File: config.mk
export PLATFORM = sky130hd
export DESIGN_NAME = streaming_k_smallest_core
export DESIGN_NICKNAME = d
export VERILOG_FILES = /design/src/sv/sks_pkg.sv /design/src/sv/sks_dpath.sv /design/src/sv/sks_ctrl.sv /design/src/sv/streaming_k_smallest_core.sv
export VERILOG_INCLUDE_DIRS = /design/src /design/src/sv
export SDC_FILE = /design/constraint.sdc
export NUM_CORES = 2
export LEC_CHECK = 0
export ABC_AREA = 1
export CAP_MARGIN = 20
export CELL_PAD_IN_SITES_DETAIL_PLACEMENT = 1
export CELL_PAD_IN_SITES_GLOBAL_PLACEMENT = 2
export CORE_MARGIN = 5
export CORE_UTILIZATION = 41
export DETAILED_ROUTE_END_ITERATION = 10
export DONT_BUFFER_PORTS = 1
export GPL_TIMING_DRIVEN = 0
export PLACE_DENSITY_LB_ADDON = 0.05
export SYNTH_ARGS = -nofsm -noshare
export SYNTH_HDL_FRONTEND = slang
export SYNTH_HIERARCHICAL = 1
export SYNTH_SLANG_ARGS = --single-unit
File: constraint.sdc
create_clock -name clk -period 6 [get_ports clk]
set_clock_uncertainty 0.05 [all_clocks]
set_input_delay 0.6 -clock clk [delete_from_list [all_inputs] [get_ports clk]]
set_output_delay 0.6 -clock clk [all_outputs]
set_load 0.005 [all_outputs]
File: src/sv/assert_macros.svh
// Concurrent assertion helpers, compiled out for synthesis.
`ifndef ASSERT_MACROS_SVH
`define ASSERT_MACROS_SVH

`ifndef SYNTHESIS
`define SKS_ASSERT(lbl, clk, rstn, prop, msg) \
  lbl: assert property (@(posedge clk) disable iff (!(rstn)) prop) else $error(msg);
`define SKS_ASSERT_ALWAYS(lbl, clk, prop, msg) \
  lbl: assert property (@(posedge clk) prop) else $error(msg);
`else
`define SKS_ASSERT(lbl, clk, rstn, prop, msg)
`define SKS_ASSERT_ALWAYS(lbl, clk, prop, msg)
`endif

`endif

File: src/sv/sks_pkg.sv
package sks_pkg;

  localparam int MAX_KEEP   = 16;
  localparam int VALUE_BITS = 32;
  localparam int IDX_W      = $clog2(MAX_KEEP);
  localparam int CNT_W      = $clog2(MAX_KEEP + 1);
  localparam int KEEP_W     = 5;
  localparam int CFG_ADDR_W = 3;
  localparam int CFG_DATA_W = 32;

  localparam logic [CFG_ADDR_W-1:0] REG_KEEP_COUNT = CFG_ADDR_W'(0);

  typedef enum logic {
    ST_COLLECT,
    ST_UNLOAD
  } state_t;

  typedef struct packed {
    logic             accept;
    logic             clear_held;
    logic             load_out;
    logic             out_empty;
    logic             out_final;
    logic [IDX_W-1:0] rd_idx;
  } cmd_t;

  typedef struct packed {
    logic              empty_set;
    logic              out_free;
    logic [KEEP_W-1:0] keep;
  } stat_t;

endpackage

File: src/sv/sks_dpath.sv
`include "assert_macros.svh"

module sks_dpath (
  input  logic                                 clk,
  input  logic                                 rst_n,
  input  sks_pkg::cmd_t                        cmd,
  output sks_pkg::stat_t                       stat,
  input  logic [sks_pkg::VALUE_BITS-1:0]       in_value,
  input  logic                                 cfg_psel,
  input  logic                                 cfg_penable,
  input  logic                                 cfg_pwrite,
  input  logic [sks_pkg::CFG_ADDR_W-1:0]       cfg_paddr,
  input  logic [sks_pkg::CFG_DATA_W-1:0]       cfg_pwdata,
  output logic [sks_pkg::CFG_DATA_W-1:0]       cfg_prdata,
  output logic                                 cfg_pready,
  output logic                                 out_valid,
  input  logic                                 out_ready,
  output logic [sks_pkg::VALUE_BITS-1:0]       out_value,
  output logic                                 out_empty,
  output logic                                 out_final
);

  localparam int N = sks_pkg::MAX_KEEP;
  localparam int W = sks_pkg::VALUE_BITS;
  localparam int C = sks_pkg::CNT_W;
  localparam int K = sks_pkg::KEEP_W;

  logic [W-1:0]     store_r [N];
  logic [W-1:0]     store_nxt [N];
  logic [W-1:0]     store_dn [N];
  logic [C-1:0]     held_r, held_nxt;
  logic [K-1:0]     keep_r, keep_nxt;
  logic [W-1:0]     out_value_r, out_value_nxt;
  logic             out_empty_r, out_empty_nxt;
  logic             out_final_r, out_final_nxt;
  logic             out_valid_r, out_valid_nxt;

  logic [N-1:0]     gt;
  logic [N-1:0]     prev_ok;
  logic [C-1:0]     held_m1;
  logic [C-1:0]     base;
  logic [C-1:0]     held_upd;
  logic             do_ins, do_repl, do_upd;
  logic             cfg_wr;

  // config register
  assign cfg_pready = 1'b1;
  assign cfg_wr     = cfg_psel && cfg_penable && cfg_pwrite && cfg_pready;

  always_comb begin
    keep_nxt = keep_r;
    if (cfg_wr && cfg_paddr == sks_pkg::REG_KEEP_COUNT) begin
      keep_nxt = cfg_pwdata[K-1:0];
    end
  end

  always_comb begin
    cfg_prdata = '0;
    if (cfg_paddr == sks_pkg::REG_KEEP_COUNT) begin
      cfg_prdata = {{(sks_pkg::CFG_DATA_W-K){1'b0}}, keep_r};
    end
  end

  // compare row
  always_comb begin
    for (int j = 0; j < N; j++) begin
      gt[j] = $signed(store_r[j]) > $signed(in_value);
    end
    prev_ok = {~gt[N-2:0], 1'b1};
    store_dn[0] = '0;
    for (int j = 1; j < N; j++) begin
      store_dn[j] = store_r[j-1];
    end
  end

  assign held_m1 = held_r - C'(1);
  assign do_ins  = (held_r < C'(keep_r)) && (held_r < C'(N));
  assign do_repl = !do_ins && (held_r != '0) && gt[held_m1[sks_pkg::IDX_W-1:0]];
  assign do_upd  = cmd.accept && (do_ins || do_repl);
  assign base    = do_repl ? held_m1 : held_r;

  always_comb begin
    held_upd = held_r;
    if (cmd.accept && do_ins) begin
      held_upd = held_r + C'(1);
    end
  end

  // insert: keep smaller entries, drop in value, shift larger ones up
  always_comb begin
    for (int j = 0; j < N; j++) begin
      store_nxt[j] = store_r[j];
      if (do_upd) begin
        if (C'(j) < base && !gt[j]) begin
          store_nxt[j] = store_r[j];
        end else if (C'(j) <= base && prev_ok[j]) begin
          store_nxt[j] = in_value;
        end else if (C'(j) <= base) begin
          store_nxt[j] = store_dn[j];
        end
      end
    end
  end

  assign held_nxt = cmd.clear_held ? '0 : held_upd;

  assign stat.empty_set = (keep_r == '0) || (keep_r > K'(N)) || (held_upd < C'(keep_r));
  assign stat.out_free  = !out_valid_r || out_ready;
  assign stat.keep      = keep_r;

  // output register
  always_comb begin
    out_value_nxt = out_value_r;
    out_empty_nxt = out_empty_r;
    out_final_nxt = out_final_r;
    out_valid_nxt = out_valid_r && !out_ready;
    if (cmd.load_out) begin
      out_value_nxt = cmd.out_empty ? '0 : store_r[cmd.rd_idx];
      out_empty_nxt = cmd.out_empty;
      out_final_nxt = cmd.out_final;
      out_valid_nxt = 1'b1;
    end
  end

  always_ff @(posedge clk) begin
    for (int j = 0; j < N; j++) begin
      store_r[j] <= store_nxt[j];
    end
    out_value_r <= out_value_nxt;
    out_empty_r <= out_empty_nxt;
    out_final_r <= out_final_nxt;
    if (!rst_n) begin
      held_r      <= '0;
      keep_r      <= K'(1);
      out_valid_r <= 1'b0;
    end else begin
      held_r      <= held_nxt;
      keep_r      <= keep_nxt;
      out_valid_r <= out_valid_nxt;
    end
  end

  assign out_valid = out_valid_r;
  assign out_value = out_value_r;
  assign out_empty = out_empty_r;
  assign out_final = out_final_r;

  `SKS_ASSERT(a_held_bound, clk, rst_n, held_r <= C'(N), "held count above capacity")

endmodule

File: src/sv/sks_ctrl.sv
`include "assert_macros.svh"

module sks_ctrl (
  input  logic           clk,
  input  logic           rst_n,
  input  logic           in_valid,
  input  logic           in_last,
  output logic           in_ready,
  input  sks_pkg::stat_t stat,
  output sks_pkg::cmd_t  cmd
);

  localparam int C = sks_pkg::CNT_W;

  sks_pkg::state_t state_r, state_nxt;
  logic [C-1:0]    cnt_r, cnt_nxt;
  logic            empty_r, empty_nxt;
  logic [C-1:0]    cnt_m1;

  assign cnt_m1 = cnt_r - C'(1);

  always_comb begin
    state_nxt = state_r;
    unique case (state_r)
      sks_pkg::ST_COLLECT: begin
        if (in_valid && in_last) begin
          state_nxt = sks_pkg::ST_UNLOAD;
        end
      end
      sks_pkg::ST_UNLOAD: begin
        if (stat.out_free && cnt_r == C'(1)) begin
          state_nxt = sks_pkg::ST_COLLECT;
        end
      end
      default: state_nxt = sks_pkg::ST_COLLECT;
    endcase
  end

  always_comb begin
    in_ready       = 1'b0;
    cmd            = '0;
    cnt_nxt        = cnt_r;
    empty_nxt      = empty_r;
    cmd.rd_idx     = cnt_m1[sks_pkg::IDX_W-1:0];
    cmd.out_empty  = empty_r;
    cmd.out_final  = (cnt_r == C'(1));
    unique case (state_r)
      sks_pkg::ST_COLLECT: begin
        in_ready       = 1'b1;
        cmd.accept     = in_valid;
        cmd.clear_held = in_valid && in_last;
        if (in_valid && in_last) begin
          empty_nxt = stat.empty_set;
          cnt_nxt   = stat.empty_set ? C'(1) : C'(stat.keep);
        end
      end
      sks_pkg::ST_UNLOAD: begin
        if (stat.out_free) begin
          cmd.load_out = 1'b1;
          cnt_nxt      = cnt_m1;
        end
      end
      default: begin
        in_ready = 1'b0;
      end
    endcase
  end

  always_ff @(posedge clk) begin
    if (!rst_n) begin
      state_r <= sks_pkg::ST_COLLECT;
      cnt_r   <= '0;
      empty_r <= 1'b0;
    end else begin
      state_r <= state_nxt;
      cnt_r   <= cnt_nxt;
      empty_r <= empty_nxt;
    end
  end

  `SKS_ASSERT(a_last_unloads, clk, rst_n, (in_valid && in_ready && in_last) |=> (state_r == sks_pkg::ST_UNLOAD), "last transaction did not start unload")
  `SKS_ASSERT(a_load_free, clk, rst_n, cmd.load_out |-> stat.out_free, "result loaded over a pending one")
  `SKS_ASSERT(a_unload_cnt, clk, rst_n, (state_r == sks_pkg::ST_UNLOAD) |-> (cnt_r != '0), "unload with zero count")

endmodule

File: src/sv/streaming_k_smallest_core.sv
// A set's first result is loaded once unload follows its last accepted transaction.
// Throughput: one input transaction per cycle while collecting; the compare row inserts
// each value combinationally. Unload: one result per cycle while the output is free.
// Input is held off during unload, which gives k results, or 1 if empty.
// Reset: synchronous, active low; clears counts and state, keep_count returns to 1.
module streaming_k_smallest_core (
  input  logic                                  clk,
  input  logic                                  rst_n,
  input  logic                                  in_tvalid,
  output logic                                  in_tready,
  input  logic [sks_pkg::VALUE_BITS-1:0]        in_tdata,   // [31:0] sample_value
  input  logic                                  in_tlast,   // end_of_set
  output logic                                  out_tvalid,
  input  logic                                  out_tready,
  output logic [sks_pkg::VALUE_BITS-1:0]        out_tdata,  // [31:0] kept_value
  output logic                                  out_tuser,  // [0] empty_answer
  output logic                                  out_tlast,  // final_result
  input  logic                                  cfg_psel,
  input  logic                                  cfg_penable,
  input  logic                                  cfg_pwrite,
  input  logic [sks_pkg::CFG_ADDR_W-1:0]        cfg_paddr,
  input  logic [sks_pkg::CFG_DATA_W-1:0]        cfg_pwdata,
  output logic [sks_pkg::CFG_DATA_W-1:0]        cfg_prdata,
  output logic                                  cfg_pready
);

  sks_pkg::cmd_t  cmd;
  sks_pkg::stat_t stat;

  sks_ctrl u_ctrl (
    .clk      (clk),
    .rst_n    (rst_n),
    .in_valid (in_tvalid),
    .in_last  (in_tlast),
    .in_ready (in_tready),
    .stat     (stat),
    .cmd      (cmd)
  );

  sks_dpath u_dpath (
    .clk         (clk),
    .rst_n       (rst_n),
    .cmd         (cmd),
    .stat        (stat),
    .in_value    (in_tdata),
    .cfg_psel    (cfg_psel),
    .cfg_penable (cfg_penable),
    .cfg_pwrite  (cfg_pwrite),
    .cfg_paddr   (cfg_paddr),
    .cfg_pwdata  (cfg_pwdata),
    .cfg_prdata  (cfg_prdata),
    .cfg_pready  (cfg_pready),
    .out_valid   (out_tvalid),
    .out_ready   (out_tready),
    .out_value   (out_tdata),
    .out_empty   (out_tuser),
    .out_final   (out_tlast)
  );

endmodule
# ---- Word level (Yosys, flattened, before mapping)
# Memories as Yosys holds them, arrays and structs flattened. A register that Yosys moved wholly into a read port is not among the register bits.
# Index checks and enable logic that the tools add are counted.
dict set report totals {
  ff_bits 20
  in_bits 75
  mem_count 1
  mem_bits_rw 512
}
dict set report classes {
  magnitude_cmp 53
  addsub 3
  n_eq_ne 3
  bitwise 3
  muxes 80
  reduce_logical 71
}
# name depth width read_ports rd_ports_with_merged_regs write_ports line
set memory_table {}
lappend memory_table {u_dpath.store_r 16 32 17 1 16 sks_dpath.sv:28} ;# logic [W-1:0] store_r [N];
# operator n
set op_table {}
lappend op_table {{32-bit two-way mux} 63}
lappend op_table {{32-bit greater-than comparator} 16}
lappend op_table {{1-bit logical AND} 42}
lappend op_table {{4-bit by 5-bit <= comparator with 1-bit output, first input constant} 8}
lappend op_table {{4-bit by 5-bit less-than comparator with 1-bit output, first input constant} 8}
lappend op_table {{5-bit two-way mux} 6}
lappend op_table {{3-bit by 5-bit <= comparator with 1-bit output, first input constant} 4}
lappend op_table {{3-bit by 5-bit less-than comparator with 1-bit output, first input constant} 4}
lappend op_table {{1-bit zero test} 19}
lappend op_table {{15-bit inverter} 1}
lappend op_table {{1-bit by 5-bit <= comparator with 1-bit output, first input constant} 2}
lappend op_table {{2-bit by 5-bit <= comparator with 1-bit output, first input constant} 2}
lappend op_table {{1-bit by 5-bit less-than comparator with 1-bit output, first input constant} 2}
lappend op_table {{2-bit by 5-bit less-than comparator with 1-bit output, first input constant} 2}
lappend op_table {{5-bit less-than comparator} 2}
lappend op_table {{5-bit case mux with 2 select lines} 1}
lappend op_table {{5-bit by 1-bit subtractor with 5-bit output, second input constant} 2}
lappend op_table {{1-bit two-way mux} 7}
lappend op_table {{5-bit by 1-bit adder with 5-bit output, second input constant} 1}
lappend op_table {{5-bit by 1-bit == test with 1-bit output, second input constant} 1}
lappend op_table {{5-bit greater-than comparator, second input constant} 1}
lappend op_table {{5-bit zero test} 1}
lappend op_table {{4-bit by 5-bit less-than comparator with 1-bit output, second input constant} 1}
lappend op_table {{5-bit less-than comparator, second input constant} 1}
lappend op_table {{other kinds (10)} 16}

# ---- Longest topological paths before layout
dict set report depth {
  depth_word 11
  mapped_depth 28
  mapped_depth_nobuf 27
}

# ---- Hierarchy
# Netlist, hierarchy kept.
# mod seq_area_each_um2 n_inst area_each_um2 cells_each
set modules_own_cells {}
lappend modules_own_cells {sks_dpath 16615.9 1 40998.1 4866}
lappend modules_own_cells {sks_ctrl 140.1 1 514.2 80}

# ---- Worst setup path after synthesis
# OpenSTA, ideal clock, no wires.
dict set report synth_timing {
  kind {input port to flip-flop}
  startpoint {input port in_tdata[31] (netlist name)}
  endpoint {memory u_dpath/store_r[12][0] (netlist name), enable pin}
  required_ps 5509
  setup_ps 441
  arrival_ps 4918
  n_path_buf 1
  setup_slack_ps 591
  stages 18
  cell_sequence {inv_1 > ha_1 > nand2_1 > nor2_1 > nand2_1 > inv_2 > nand4_1 > or3b_1 > nand4_1 > nand3_1 > nand3_1 > nand3_4 > nand3_4 > nand2_2 > nand2_4 > nand3_2 > clkbuf_1 > a31oi_1}
}
# element line
set synth_rtl {}
lappend synth_rtl {{start: declaration} streaming_k_smallest_core.sv:11} ;# input logic [sks_pkg::VALUE_BITS-1:0] in_tdata,
lappend synth_rtl {{end: declaration} sks_dpath.sv:28}

==> out/metrics.yaml <==
rr_worst_depth: 19
fin_nets: 5740
met2_usage_pct: 55.52
synth_top_area_cell: "edfxtp_1"
fin_area_mm2: 0.04732
die_x_um: 328.2
hold_depth: 2
vias_per_cell: 6.198
synth.cell_area_mm2: 0.04151
synth-async-reset-ratio_pct: 0
r2r_start: "u_dpath/store_r[3][31]$_DFFE_PP_"
setup_slack_ns: -0.08031
via_count: 40730
syn_inst: 4946
r2r_setup_slack_ns: 0.06
grt_setup_unrepaired: "false"
die_area_mm2: 0.1077
finalHoldViolCount: 0
timing.hold.worst.class: "in2reg"
ys_ff_latch: 564
cts_made_buffers: 73
synth_common_cells: "nand2_1, edfxtp_1, ha_1"
placed_area_mm2: 0.04434
worstSetupStartpoint: "in_tdata[31]"
first_iter_violations: 4805
regArea_mm2: 0.01676
power-per-cell-area_mw_per_mm2: 283.5
grt_usage_pct: 36.29
setup.worst_path.start_class: "primary input"
slew_viol_final: 0
synth_area_per_cell_um2: 8.393
die_h_um: 328.2
outcome: "finished with violations"
finalSetupViolations: 25
grt_pass1_vias: 39390
ant_nets: 0
use_met1_pct: 49.06
synthToLayoutAreaGrowth_pct: 14.00
clockBufferDepth: 3
post-route-util_pct: 47.19
cts_sinks: 564
synth-seq-area-share_pct: 40.36
yosys_warnings: 6
layout-drive-gt1-share_pct: 8.037
arrival_ns: 6.38
dp_cells: 6377
crit_type: "in2reg"
cp-end-kind: "flip-flop"
route.detailed.drc: 0
insertion_delay_ns: 0.67
multiInputGateArea_mm2: 0.02258
peakVddDrop_v: 0.0002164
clk_pin_slew_worst_paths_ns: 0.06
relSlewSlack_pct: 14.30
grt_pass1_wl_um: 282700
yosysMostFrequentCell: "nand2_1"
netlist_top_cells_area: "edfxtp_1, ha_1, nand2_1"
rows: 116
fin_setup_tns_ns: -1.614
busiest_layer: "met2"
io_pins: 144
dp_hpwl_um: 158500
drt-total-wl_um: 200900
ys.flop_type: "edfxtp_1"
instances_no_fill: 6572
antenna_found_initial: 15
synth_top_area_share_pct: 39.50
cts_tree: "yes"
met3_usage_pct: 7.821
r2r-end: "u_dpath/store_r[9][10]$_DFFE_PP_"
core-area_mm2: 0.1003
critPathCapture: "u_dpath/store_r[9][10]$_DFFE_PP_"
wl_per_cell_um: 30.58
io_buffers: 0
place.gp.congestion: 0.9480
synth-edff-count: 546
min_period_ns: 6.080
htree_levels: 3
cp_max_fo: 25
violations: "setup timing"
fillers: 11920
leakage_nw: 20.21
grt_overflow: 0
drv_cap: 0
initial_core_util_pct: 41.39
grt_start_max_net_pins: 36
worst_pin_slew_ns: 1.286
ys_types: 53
dr.pass1.iters: 5
required_ns: 6.30
fin_crit_sh_pct: 101.3
root_buffer: "clkbuf_16"
fmax_ghz: 0.1645
==> cells in the final DEF (no fill, tap or decap), drive strengths merged, types with 199 or more instances in the layout <==
master  count
ha        524
nand2    1369
edfxtp    546
inv       199
nor2      411
nand3     304
clkbuf    255
buf       203
a21oi     310
o21ai     495
==> what timing repair did <==
action / 4_1_cts / 5_1_grt
hold buffers: 34 / 0
gates resized for setup: 1 / 2
buffers inserted: 0 / 6
endpoints found under the hold margin: 39 / 0
setup endpoints to repair: 13 / 57
==> where the power goes <==
group / internal [mW] / switching, mW / total (mW)
clock network: 2.72 / 1.99 / 4.71
logic: 1.02 / 2.96 / 3.98
registers: 4.57 / 0.151 / 4.72
total: 8.31 / 5.11 / 13.4
==> layer usage <==
| layer | up-vias | share of wire [%] |
|---|---|---|
| met4 | 4 | 5.7 |
| met3 | 480 | 9.7 |
| met2 | 2178 | 43 |
| met5 | - | 0.094 |
| li1 | 17990 | - |
| met1 | 20080 | 42 |
==> how the worst min path moves through the flow <==
stage          slack (ns)                      endpoint                          from
5_1_grt              0.02  u_ctrl/cnt_r[4]$_SDFFE_PN0P_                         rst_n
3_5_place_dp         0.43  u_ctrl/cnt_r[0]$_SDFFE_PN0P_  u_ctrl/cnt_r[0]$_SDFFE_PN0P_
2_1_floorplan        0.40   u_ctrl/empty_r$_SDFFE_PN0P_   u_ctrl/empty_r$_SDFFE_PN0P_
6_report             0.04  u_ctrl/cnt_r[2]$_SDFFE_PN0P_                         rst_n
4_1_cts            0.0008   u_ctrl/empty_r$_SDFFE_PN0P_                         rst_n
3_3_place_gp         0.42   u_ctrl/empty_r$_SDFFE_PN0P_   u_ctrl/empty_r$_SDFFE_PN0P_
==> area by class of cell <==
type                       count  area share (%)
clock inverter                49           1.198
inverter                     199           1.600
sequential                   564           35.41
clock buffer                  86           4.008
tap                         1357           3.588
multi-input combinational   3897           47.72
timing repair buffer          94           2.848
antenna                       14         0.07403
buffer                       312           3.561
==> per-stage QoR <==
stage / worst slack (ns) / hold slack [ns] / total power, mW
after floorplan: 0.5913 / 0.4044 / 6.678
after global placement: -3.029 / 0.4187 / 8.303
after detailed placement: -0.7300 / 0.4293 / 8.537
after CTS: 0.01905 / 0.0008126 / 13.27
after global routing: 0.08622 / 0.01881 / 13.79
final: -0.08031 / 0.03615 / 13.42
==> worst max-delay path, stage by stage <==
cell and delay, ns:
clkinvlp_4 0.44, ha_1 0.59, nand2_1 0.10, nor2_1 0.20
nand4_1 0.31, nor4_2 0.55, nand2_1 0.35, nand3_1 0.19
nand4_1 0.11, nand3_1 0.17, nand3_1 0.15, nand3_4 0.19
nand3_4 0.18, o21ai_1 0.72, clkinvlp_4 0.23, buf_4 0.23
nor2_1 0.27, nand2_1 0.14, a21oi_4 0.36, buf_12 0.25
==> sequential cells by signal, indices dropped and copies added (netlist names) <==
name	flops
u_ctrl/empty_r	1
u_dpath/out_final	1
u_dpath/keep_r	5
u_dpath/out_value	32
u_dpath/out_empty	1
u_dpath/held_r	5
u_dpath/out_valid	1
u_ctrl/cnt_r	5
u_ctrl/state_r	1
u_dpath/store_r	512
==> logic make-up (layout without fill, tap and decap cells) <==
| family | after synthesis | after routing | share of synthesized area (%) |
|---|---|---|---|
| and+or+nand+nor | 2320 | 2320 | 24.11 |
| AOI/OAI and AO/OA | 1021 | 1021 | 13.80 |
| DFF | 564 | 564 | 40.36 |
| adders and majority gates | 524 | 524 | 15.79 |
| buffers and inverters | 511 | 740 | 5.832 |
| xor gates and xnor gates | 4 | 4 | 0.08441 |
| other | 2 | 42 | 0.01809 |
Power figures use the tool's default switching activity.
